## src/handheld_console_dma_controller_unit_assert.svh

```systemverilog
// Assertion macros shared by the DMA controller RTL.
// Each macro checks under clk with rst as the disable condition.
`ifndef HANDHELD_CONSOLE_DMA_CONTROLLER_UNIT_ASSERT_SVH
`define HANDHELD_CONSOLE_DMA_CONTROLLER_UNIT_ASSERT_SVH
`ifndef SYNTHESIS
// Same-cycle implication.
`define HDC_ASSERT_NOW(lbl, ante, cons) \
  lbl: assert property (@(posedge clk) disable iff (rst) (ante) |-> (cons)) \
    else $error("dma controller assertion failed");
// Next-cycle implication.
`define HDC_ASSERT_NEXT(lbl, ante, cons) \
  lbl: assert property (@(posedge clk) disable iff (rst) (ante) |=> (cons)) \
    else $error("dma controller assertion failed");
`else
`define HDC_ASSERT_NOW(lbl, ante, cons)
`define HDC_ASSERT_NEXT(lbl, ante, cons)
`endif
`endif

```

## src/hdc_pkg.sv

```systemverilog
// Types and constants for the handheld DMA controller.
// No dependencies; used by hdc_core and the top level.
package hdc_pkg;

  typedef struct packed {
    logic [2:0] op;
    logic [7:0] write_value;
    logic       cpu_halted;
  } in_t;

  typedef struct packed {
    logic        xfer_valid;
    logic        xfer_to_oam;
    logic [15:0] xfer_source;
    logic [15:0] xfer_dest;
    logic [11:0] xfer_length;
    logic [15:0] source_now;
    logic [12:0] dest_now;
    logic [7:0]  control_readback;
    logic        hblank_mode_active;
    logic [7:0]  oam_page_readback;
  } out_t;

  localparam logic [2:0] OP_DMA    = 3'd0;
  localparam logic [2:0] OP_HDMA1  = 3'd1;
  localparam logic [2:0] OP_HDMA2  = 3'd2;
  localparam logic [2:0] OP_HDMA3  = 3'd3;
  localparam logic [2:0] OP_HDMA4  = 3'd4;
  localparam logic [2:0] OP_HDMA5  = 3'd5;
  localparam logic [2:0] OP_HBLANK = 3'd6;

  localparam logic [15:0] OAM_BASE   = 16'hFE00;
  localparam logic [11:0] OAM_LENGTH = 12'd160;
  localparam logic [11:0] BLOCK_LEN  = 12'd16;
  localparam logic [7:0]  COUNT_IDLE = 8'hFF;

endpackage

```

## src/hdc_core.sv

```systemverilog
// Register file and descriptor logic of the DMA controller.
// Depends on hdc_pkg and the assertion macro header.
`include "handheld_console_dma_controller_unit_assert.svh"

module hdc_core (
  input  logic          clk,
  input  logic          rst,
  input  logic          fire,
  input  hdc_pkg::in_t  item,
  output hdc_pkg::out_t result
);
  import hdc_pkg::*;

  logic [15:0] source_address, source_address_next;
  logic [12:0] dest_address, dest_address_next;
  logic        hblank_running, hblank_running_next;
  logic [7:0]  block_count, block_count_next;
  logic [7:0]  oam_page, oam_page_next;

  logic [11:0] gen_length;
  logic [7:0]  count_dec;

  assign gen_length = ({5'd0, item.write_value[6:0]} + 12'd1) << 4;
  assign count_dec  = block_count - 8'd1;

  always_comb begin
    source_address_next = source_address;
    dest_address_next   = dest_address;
    hblank_running_next = hblank_running;
    block_count_next    = block_count;
    oam_page_next       = oam_page;
    result              = '0;
    unique case (item.op)
      OP_DMA: begin
        oam_page_next      = item.write_value;
        result.xfer_valid  = 1'b1;
        result.xfer_to_oam = 1'b1;
        result.xfer_source = {item.write_value, 8'd0};
        result.xfer_dest   = OAM_BASE;
        result.xfer_length = OAM_LENGTH;
      end
      OP_HDMA1: source_address_next = {item.write_value, source_address[7:4], 4'd0};
      OP_HDMA2: source_address_next = {source_address[15:8], item.write_value[7:4], 4'd0};
      OP_HDMA3: dest_address_next = {item.write_value[4:0], dest_address[7:4], 4'd0};
      OP_HDMA4: dest_address_next = {dest_address[12:8], item.write_value[7:4], 4'd0};
      OP_HDMA5: begin
        if (hblank_running) begin
          if (item.write_value[7]) begin
            block_count_next = {1'b0, item.write_value[6:0]};
          end else begin
            block_count_next    = COUNT_IDLE;
            hblank_running_next = 1'b0;
          end
        end else if (item.write_value[7]) begin
          hblank_running_next = 1'b1;
          block_count_next    = {1'b0, item.write_value[6:0]};
        end else begin
          result.xfer_valid   = 1'b1;
          result.xfer_source  = source_address;
          result.xfer_dest    = {3'd0, dest_address};
          result.xfer_length  = gen_length;
          source_address_next = source_address + {4'd0, gen_length};
          dest_address_next   = dest_address + {1'b0, gen_length};
          block_count_next    = COUNT_IDLE;
        end
      end
      OP_HBLANK: begin
        if (hblank_running && !item.cpu_halted) begin
          result.xfer_valid   = 1'b1;
          result.xfer_source  = source_address;
          result.xfer_dest    = {3'd0, dest_address};
          result.xfer_length  = BLOCK_LEN;
          source_address_next = source_address + {4'd0, BLOCK_LEN};
          dest_address_next   = dest_address + {1'b0, BLOCK_LEN};
          block_count_next    = count_dec;
          // end the run when the count wraps
          if (count_dec == COUNT_IDLE) begin
            hblank_running_next = 1'b0;
          end
        end
      end
      default: ;
    endcase
    result.source_now         = source_address_next;
    result.dest_now           = dest_address_next;
    result.control_readback   = block_count_next;
    result.hblank_mode_active = hblank_running_next;
    result.oam_page_readback  = oam_page_next;
  end

  always_ff @(posedge clk) begin
    if (rst) begin
      source_address <= '0;
      dest_address   <= '0;
      hblank_running <= 1'b0;
      block_count    <= COUNT_IDLE;
      oam_page       <= '0;
    end else if (fire) begin
      source_address <= source_address_next;
      dest_address   <= dest_address_next;
      hblank_running <= hblank_running_next;
      block_count    <= block_count_next;
      oam_page       <= oam_page_next;
    end
  end

  `HDC_ASSERT_NOW(a_idle_count, !hblank_running, block_count == COUNT_IDLE)
  `HDC_ASSERT_NOW(a_oam_has_copy, fire && result.xfer_to_oam, result.xfer_valid)
  `HDC_ASSERT_NEXT(a_no_fire_hold, !fire,
                   $stable(source_address) && $stable(dest_address) && $stable(block_count))

endmodule

```

## src/handheld_console_dma_controller_unit.sv

```systemverilog
// Top level of the handheld DMA controller: input and result registers.
// Depends on hdc_pkg, hdc_core and the assertion macro header.
//
// Usage:
//   Input channel (in_valid, in_stall, in_word) carries one word per register
//   write (DMA, HDMA1..HDMA5) or horizontal-blank tick. Output channel
//   (out_valid, out_stall, out_word) returns exactly one word per input word:
//   a copy descriptor (valid, target, source, destination, length) plus the
//   register readbacks as they stand after that input word.
//   Path: a word accepted on the input channel is registered in the input
//   register, processed by the descriptor logic and loaded into the result
//   register when the output channel advances, which raises out_valid.
//   Throughput: one word per cycle while out_stall is low, as hdc_core updates
//   its registers at the same edge that loads the result register.
//   Stall: while the result register holds an untaken word and out_stall is
//   high, the input register holds too and in_stall rises once it is full.
//   Reset (rst, synchronous): both channel stages empty, addresses and OAM
//   page zero, hblank transfer idle, HDMA5 readback 0xFF.
`include "handheld_console_dma_controller_unit_assert.svh"

module handheld_console_dma_controller_unit (
  input  logic          clk,
  input  logic          rst,
  input  logic          in_valid,
  output logic          in_stall,
  input  hdc_pkg::in_t  in_word,
  output logic          out_valid,
  input  logic          out_stall,
  output hdc_pkg::out_t out_word
);
  import hdc_pkg::*;

  logic s1_valid;
  in_t  s1_word;
  logic advance;
  logic fire;
  out_t result;

  assign advance  = !out_valid || !out_stall;
  assign in_stall = s1_valid && !advance;
  assign fire     = s1_valid && advance;

  hdc_core u_core (
    .clk    (clk),
    .rst    (rst),
    .fire   (fire),
    .item   (s1_word),
    .result (result)
  );

  always_ff @(posedge clk) begin
    if (rst) begin
      s1_valid  <= 1'b0;
      out_valid <= 1'b0;
    end else begin
      if (!in_stall) begin
        s1_valid <= in_valid;
      end
      if (advance) begin
        out_valid <= s1_valid;
      end
    end
  end

  always_ff @(posedge clk) begin
    if (in_valid && !in_stall) begin
      s1_word <= in_word;
    end
    if (fire) begin
      out_word <= result;
    end
  end

  `HDC_ASSERT_NOW(a_stall_only_full, in_stall, s1_valid && out_valid && out_stall)
  `HDC_ASSERT_NEXT(a_fire_fills_out, fire, out_valid)
  `HDC_ASSERT_NEXT(a_drain_empties, out_valid && !out_stall && !s1_valid, !out_valid)

endmodule

```

## config.mk

```make
export PLATFORM = sky130hd
export DESIGN_NAME = handheld_console_dma_controller_unit
export DESIGN_NICKNAME = d
export VERILOG_FILES = /design/src/hdc_pkg.sv /design/src/hdc_core.sv /design/src/handheld_console_dma_controller_unit.sv
export VERILOG_INCLUDE_DIRS = /design/src /design/src/src
export SDC_FILE = /design/constraint.sdc
export NUM_CORES = 1
export LEC_CHECK = 0
export ABC_AREA = 1
export BUFFER_PORTS_ARGS = -buffer_cell sky130_fd_sc_hd__buf_2
export CAP_MARGIN = 20
export CORE_MARGIN = 2
export CORE_UTILIZATION = 55
export DETAILED_ROUTE_END_ITERATION = 12
export HOLD_SLACK_MARGIN = 0.15
export MAX_ROUTING_LAYER = met4
export PLACE_DENSITY_LB_ADDON = 0.3
export SLEW_MARGIN = 10
export SYNTH_ARGS = -nofsm -noshare
export SYNTH_HDL_FRONTEND = slang
export SYNTH_SLANG_ARGS = --single-unit
export TNS_END_PERCENT = 100
```

## constraint.sdc

```tcl
create_clock -name clk -period 6.1 [get_ports clk]
set_clock_uncertainty 0.05 [all_clocks]
set_input_delay 0.915 -clock clk [delete_from_list [all_inputs] [get_ports clk]]
set_output_delay 0.915 -clock clk [all_outputs]
set_load 0.1 [all_outputs]
```

# [Word level (Yosys, flattened, before mapping)]
# Index checks and enable logic that the tools add are counted.
[classes] n_mux=25 eq_ne=7 n_addsub=6 n_reduce_logical=11
[ops] operator="44-bit 2-to-1 mux" count=3
[ops] operator="44-bit one-hot mux with 3 select lines" count=1
[ops] operator="16-bit one-hot mux with 4 select lines" count=1
[ops] operator="13-bit one-hot mux with 4 select lines" count=1
[ops] operator="16-bit 2-to-1 mux" count=3
[ops] operator="13-bit 2-to-1 mux" count=3
[ops] operator="8-bit 2-to-1 mux" count=3
[ops] operator="16-bit by 12-bit adder with 16-bit output" count=1
[ops] operator="16-bit by 5-bit adder with 16-bit output, second input constant" count=1
[ops] operator="8-bit one-hot mux with 2 select lines" count=1
[ops] operator="13-bit by 12-bit adder with 13-bit output" count=1
[ops] operator="13-bit by 5-bit adder with 13-bit output, second input constant" count=1
[ops] operator="3-bit == test, second input constant" count=3
[ops] operator="7-bit by 1-bit adder with 8-bit output, second input constant" count=1
[ops] operator="8-bit == test, second input constant" count=1
[ops] operator="8-bit by 1-bit subtractor with 8-bit output, second input constant" count=1
[ops] operator="1-bit 2-to-1 mux" count=7
[ops] operator="3-bit by 2-bit == test with 1-bit output, second input constant" count=2
[ops] operator="1-bit logical NOT" count=5
[ops] operator="1-bit logical AND" count=4
[ops] operator="3-bit by 1-bit == test with 1-bit output, second input constant" count=1
[ops] operator="3-bit logical NOT" count=1
[ops] operator="1-bit one-hot mux with 3 select lines" count=1
[ops] operator="1-bit one-hot mux with 2 select lines" count=1
[ops] operator="1-bit logical OR" count=1
[totals] out_inout_bits=94 elab_cells=69 inputBits=16 reg_bits=152

# [Logic depth before layout (Yosys ltp)]
[depth] depth_word=6 ltp_mapped=18 depth_no_buf=18

# [By module]
# Synthesis repeated with hierarchy kept, for this count alone.
[unflattened] hier_cells=932 hier_area_um2=7995.2
[by_module_without_submodules] mod="hdc_core" n_inst=1 area_per_inst_um2=4780.8 cells_per_inst=816 seq_area_each_um2=920.9
[by_module_without_submodules] mod="handheld_console_dma_controller_unit" n_inst=1 area_per_inst_um2=3214.3 cells_per_inst=116 seq_area_each_um2=3163.0

# [Worst setup path after synthesis]
# Ideal clock, no wire load.
[synth_timing] kind="input-to-reg" from="input port out_stall" to="register out_word[0] (netlist bit) (enable)" required_time_ns=5.566 path_buffers=2 arrival_ns=4.008 setup_time_ns=0.484 path_slack_ns=1.559 path_stages=5 path_cell_list="nand2_1 inv_1 nor2_1 clkbuf_1 clkbuf_1"
[synth_via] elab_chain_cells=3
[synth_lines] item="start, declared" line_no="handheld_console_dma_controller_unit.sv:28" text="input logic out_stall,"
[synth_lines] item="1-bit logical NOT" line_no="handheld_console_dma_controller_unit.sv:39" text="assign advance = !out_valid || !out_stall;"
[synth_lines] item="1-bit logical OR" line_no="handheld_console_dma_controller_unit.sv:39"
[synth_lines] item="1-bit logical AND" line_no="handheld_console_dma_controller_unit.sv:41" text="assign fire = s1_valid && advance;"
[synth_lines] item="named net fire" line_no="handheld_console_dma_controller_unit.sv:36" text="logic fire;"
[synth_lines] item="end signal, assigned" line_no="handheld_console_dma_controller_unit.sv:70" text="out_word <= result;"
[synth_lines] item="end, declared" line_no="handheld_console_dma_controller_unit.sv:29" text="output hdc_pkg::out_t out_word"
# The timed path passes the listed nets, and every way through them passes these cells.
# A chain may end at the register's enable or synchronous reset.

==> summary.txt <==
Timing
  – Final setup TNS: 0 ps
  – Final setup viols: 0
  – RSZ-0062 raised after global routing: no
  – Max Clock Freq: 0.3056 GHz
  – Slew headroom: 36.23%
  – Final hold violation count: 0
  – Final worst path period need: 3272 ps
  – Final Cycle Share: 53.64%
  – Final Slew Violations: 0
  – Worst Max-Slew Pin Slew: 954.2 ps
  – Setup ws final: 2828 ps

Synth
  – Synth top cells by count: nand2_1 (179), inv_1 (136), edfxtp_1 (98), nor2_1 (68), nand3_1 (63)
  – Distinct cells, synth: 47
  – Post-synth ARST share: 0%
  – Number of synthesized register bits: 146
  – Yosys top cell area share: 38.92%
  – Synth Instances: 881
  – Post-synthesis sequential area ratio: 51.63%
  – Synth Area per Inst: 8.582 sq um
  – Ys flop type: edfxtp_1
  – Most common cell in the netlist: nand2_1
  – Synth area leader: edfxtp_1
  – Synthesized area: 7561 sq um
  – Yosys warns: 0
  – Area contributors post-synth: edfxtp_1 (39%), dfxtp_1 (13%), nand2_1 (8.9%)
  – EDFF count, synth: 98

GRT
  – Overall global routing resource usage: 27.34%
  – Vias in the first global route: 5,840
  – Pin count of the biggest net entering global routing: 83
  – First-pass GRT wire length: 29.79 mm
  – GRT Residual Overflow: 0
  – Initial antenna violation count: 0

Floorplanning
  – Num ports: 110
  – Die X: 121.3 microns
  – Die area: 14,700 sq um
  – Rows: 42
  – Core area: 13,350 sq um
  – Initial core utilization: 56.65%
  – Die height: 121.3 microns

Setup path
  – Critical path required time: 6230 ps
  – Cell chain of the critical path: inv_1 -> nor3_1 -> inv_1 -> nor3_1 -> xor2_1 -> inv_1 -> ha_1 -> nand2_1 -> nor2_1 -> nand3_1 -> nand3_1 -> nand3_1 -> nand3_1 -> nand2_1 -> nand2_1 -> inv_1
  – Crit path DAT: 3410 ps
  – Crit Path Class: reg -> reg
  – CP Launch Type: flop
  – Critical Path Max Stage Delay: 580 ps
  – CP max FO: 7
  – Reg2Reg Depth: 16
  – Slowest-stage cell, CP: edfxtp_1
  – CP endpoint kind: flop

Placed design
  – DPL Wire Length: 13.42 mm
  – DP Area: 8212 sq um
  – RePlAce Congestion: 0.9450
  – Port bufs: 105
  – Pre-CTS setup slack: 2709 ps

Layout
  – Area Growth Syn to Fin: 16.56%
  – Nets: 1,024
  – Post-layout util: 66.03%
  – Layout cells sized above 1: 16.62%
  – Fin area: 8813 sq um
  – Ant. Diodes: 0

Worst hold path
  – Hold depth: 2
  – Hold WC Path Type: reg -> reg

Power and ir drop
  – P_leak: 4.050 nW
  – Maximum VDD drop: 0.0001991 V
  – Power per cell area: 310.3 nW/um^2
  – Overall power: 2.735 mW

CTS
  – Post-cts sizing count: 0
  – Post-CTS setup buffer count: 0
  – Hold Buf Count CTS: 0
  – Max Root-Sink Buffers: 2
  – Root buf cell: clkbuf_16
  – Clock sinks: 146
  – Num CTS Buffers: 17
  – TritonCTS clock tree: built
  – Clk Latency, worst-skew pair: 430 ps
  – H-tree depth: 4
  – Clock Pin Slew Worst Setup and Hold Paths: 60 ps

Routing
  – Final wirelength: 19.18 mm
  – DRT Pass-1 Iters: 6
  – Via Count: 6,595
  – Drc violations: 0
  – Antenna-violating nets left: 0
  – Via density: 5.642
  – Wire per inst: 16.41 microns
  – Detailed router's first-iteration violation count: 871

Job
  – Max_cap viols: 0

Run status
  – Status: completed
-- flip-flops by register name (all words and copies together) (netlist names), 8 cells and up --
register,flops
out_word,86
s1_word,12
u_core.block_count,8
u_core.dest_address,13
u_core.oam_page,8
u_core.source_address,16
-- layout make-up --
| cell class | instances | area (sq um) |
|---|---|---|
| inverter | 146 | 548.0 |
| tap | 176 | 220.2 |
| clock inverter | 13 | 147.6 |
| multi-input combinational | 562 | 2979 |
| sequential | 146 | 3904 |
| fill | 1088 | 4534 |
| timing repair buffer | 107 | 560.5 |
| clock buffer | 19 | 454.2 |
-- worst max-delay path: cells and delay by family (launching register included) --
family                     cells  cell delay [ps]
xor gates and xnor gates       1              260
adders and majority gates      1              390
buffers and inverters          4              460
DFF                            1              580
and+or+nand+nor               10             1270
-- where the power goes --
group | switching (mW) | internal (mW) | leakage [nW]
logic | 0.419 | 0.105 | 2.40
clock network | 0.420 | 0.633 | 0.293
registers | 0.0406 | 1.12 | 1.35
-- logic make-up (layout without fill, tap and decap cells) --
group / count (synthesis) / count (layout) / synth area share [%]
adder cells (fa/ha/maj): 28 / 28 / 4.832
buffers and inverters: 176 / 285 / 9.217
flip-flops: 146 / 146 / 51.63
AO/OA/AOI/OAI: 170 / 170 / 13.06
XOR/XNOR: 11 / 11 / 1.274
other: 1 / 4 / 0.04960
AND/OR/NAND/NOR: 349 / 349 / 19.94
-- metal layers --
metal  global-route usage [%]  up-vias  routed length (microns)
li1                         -     3140                        -
met5                        -        -                        0
met2                    41.78      347                     8816
met3                    4.934       51                     1708
met4                    12.14        0                      652
met1                    35.90     3057                     8005
-- final timing paths --
path	startpoint	end	slack, ps
worst max register to register	s1_word[1]	out_word[45]	2830
worst max-delay path	s1_word[1]	out_word[45]	2830
worst min register to register	u_core.oam_page[4]	u_core.oam_page[4]	410
worst min-delay path	u_core.oam_page[4]	u_core.oam_page[4]	410
-- placed cells by master, fill, tap and decap left out, types with 3 or more instances in the layout --
cell	n
nand4_1	6
nand3_1	63
a211oi_1	10
ha_1	26
o211ai_1	5
o21bai_1	3
nor3_1	10
clkbuf_16	18
clkinv_2	3
nand2_2	5
o21ai_1	20
nand2_1	179
inv_6	3
xor2_1	10
nand3b_1	6
dfxtp_1	48
o221ai_1	7
inv_2	9
nor2_2	4
a21oi_1	48
edfxtp_1	98
nor2_1	67
o22ai_1	6
conb_1	4
a221oi_1	4
o21ai_0	57
inv_1	136
buf_2	105
-- stage by stage --
step	hold WS, ps	cells
final	410.5	1169
after global routing	427.3	1169
after CTS	410.2	1169
after detailed placement	397.6	1137
after global placement	392.5	1136
after floorplan	380.6	884
No activity file was read; power rests on OpenSTA's default activity.
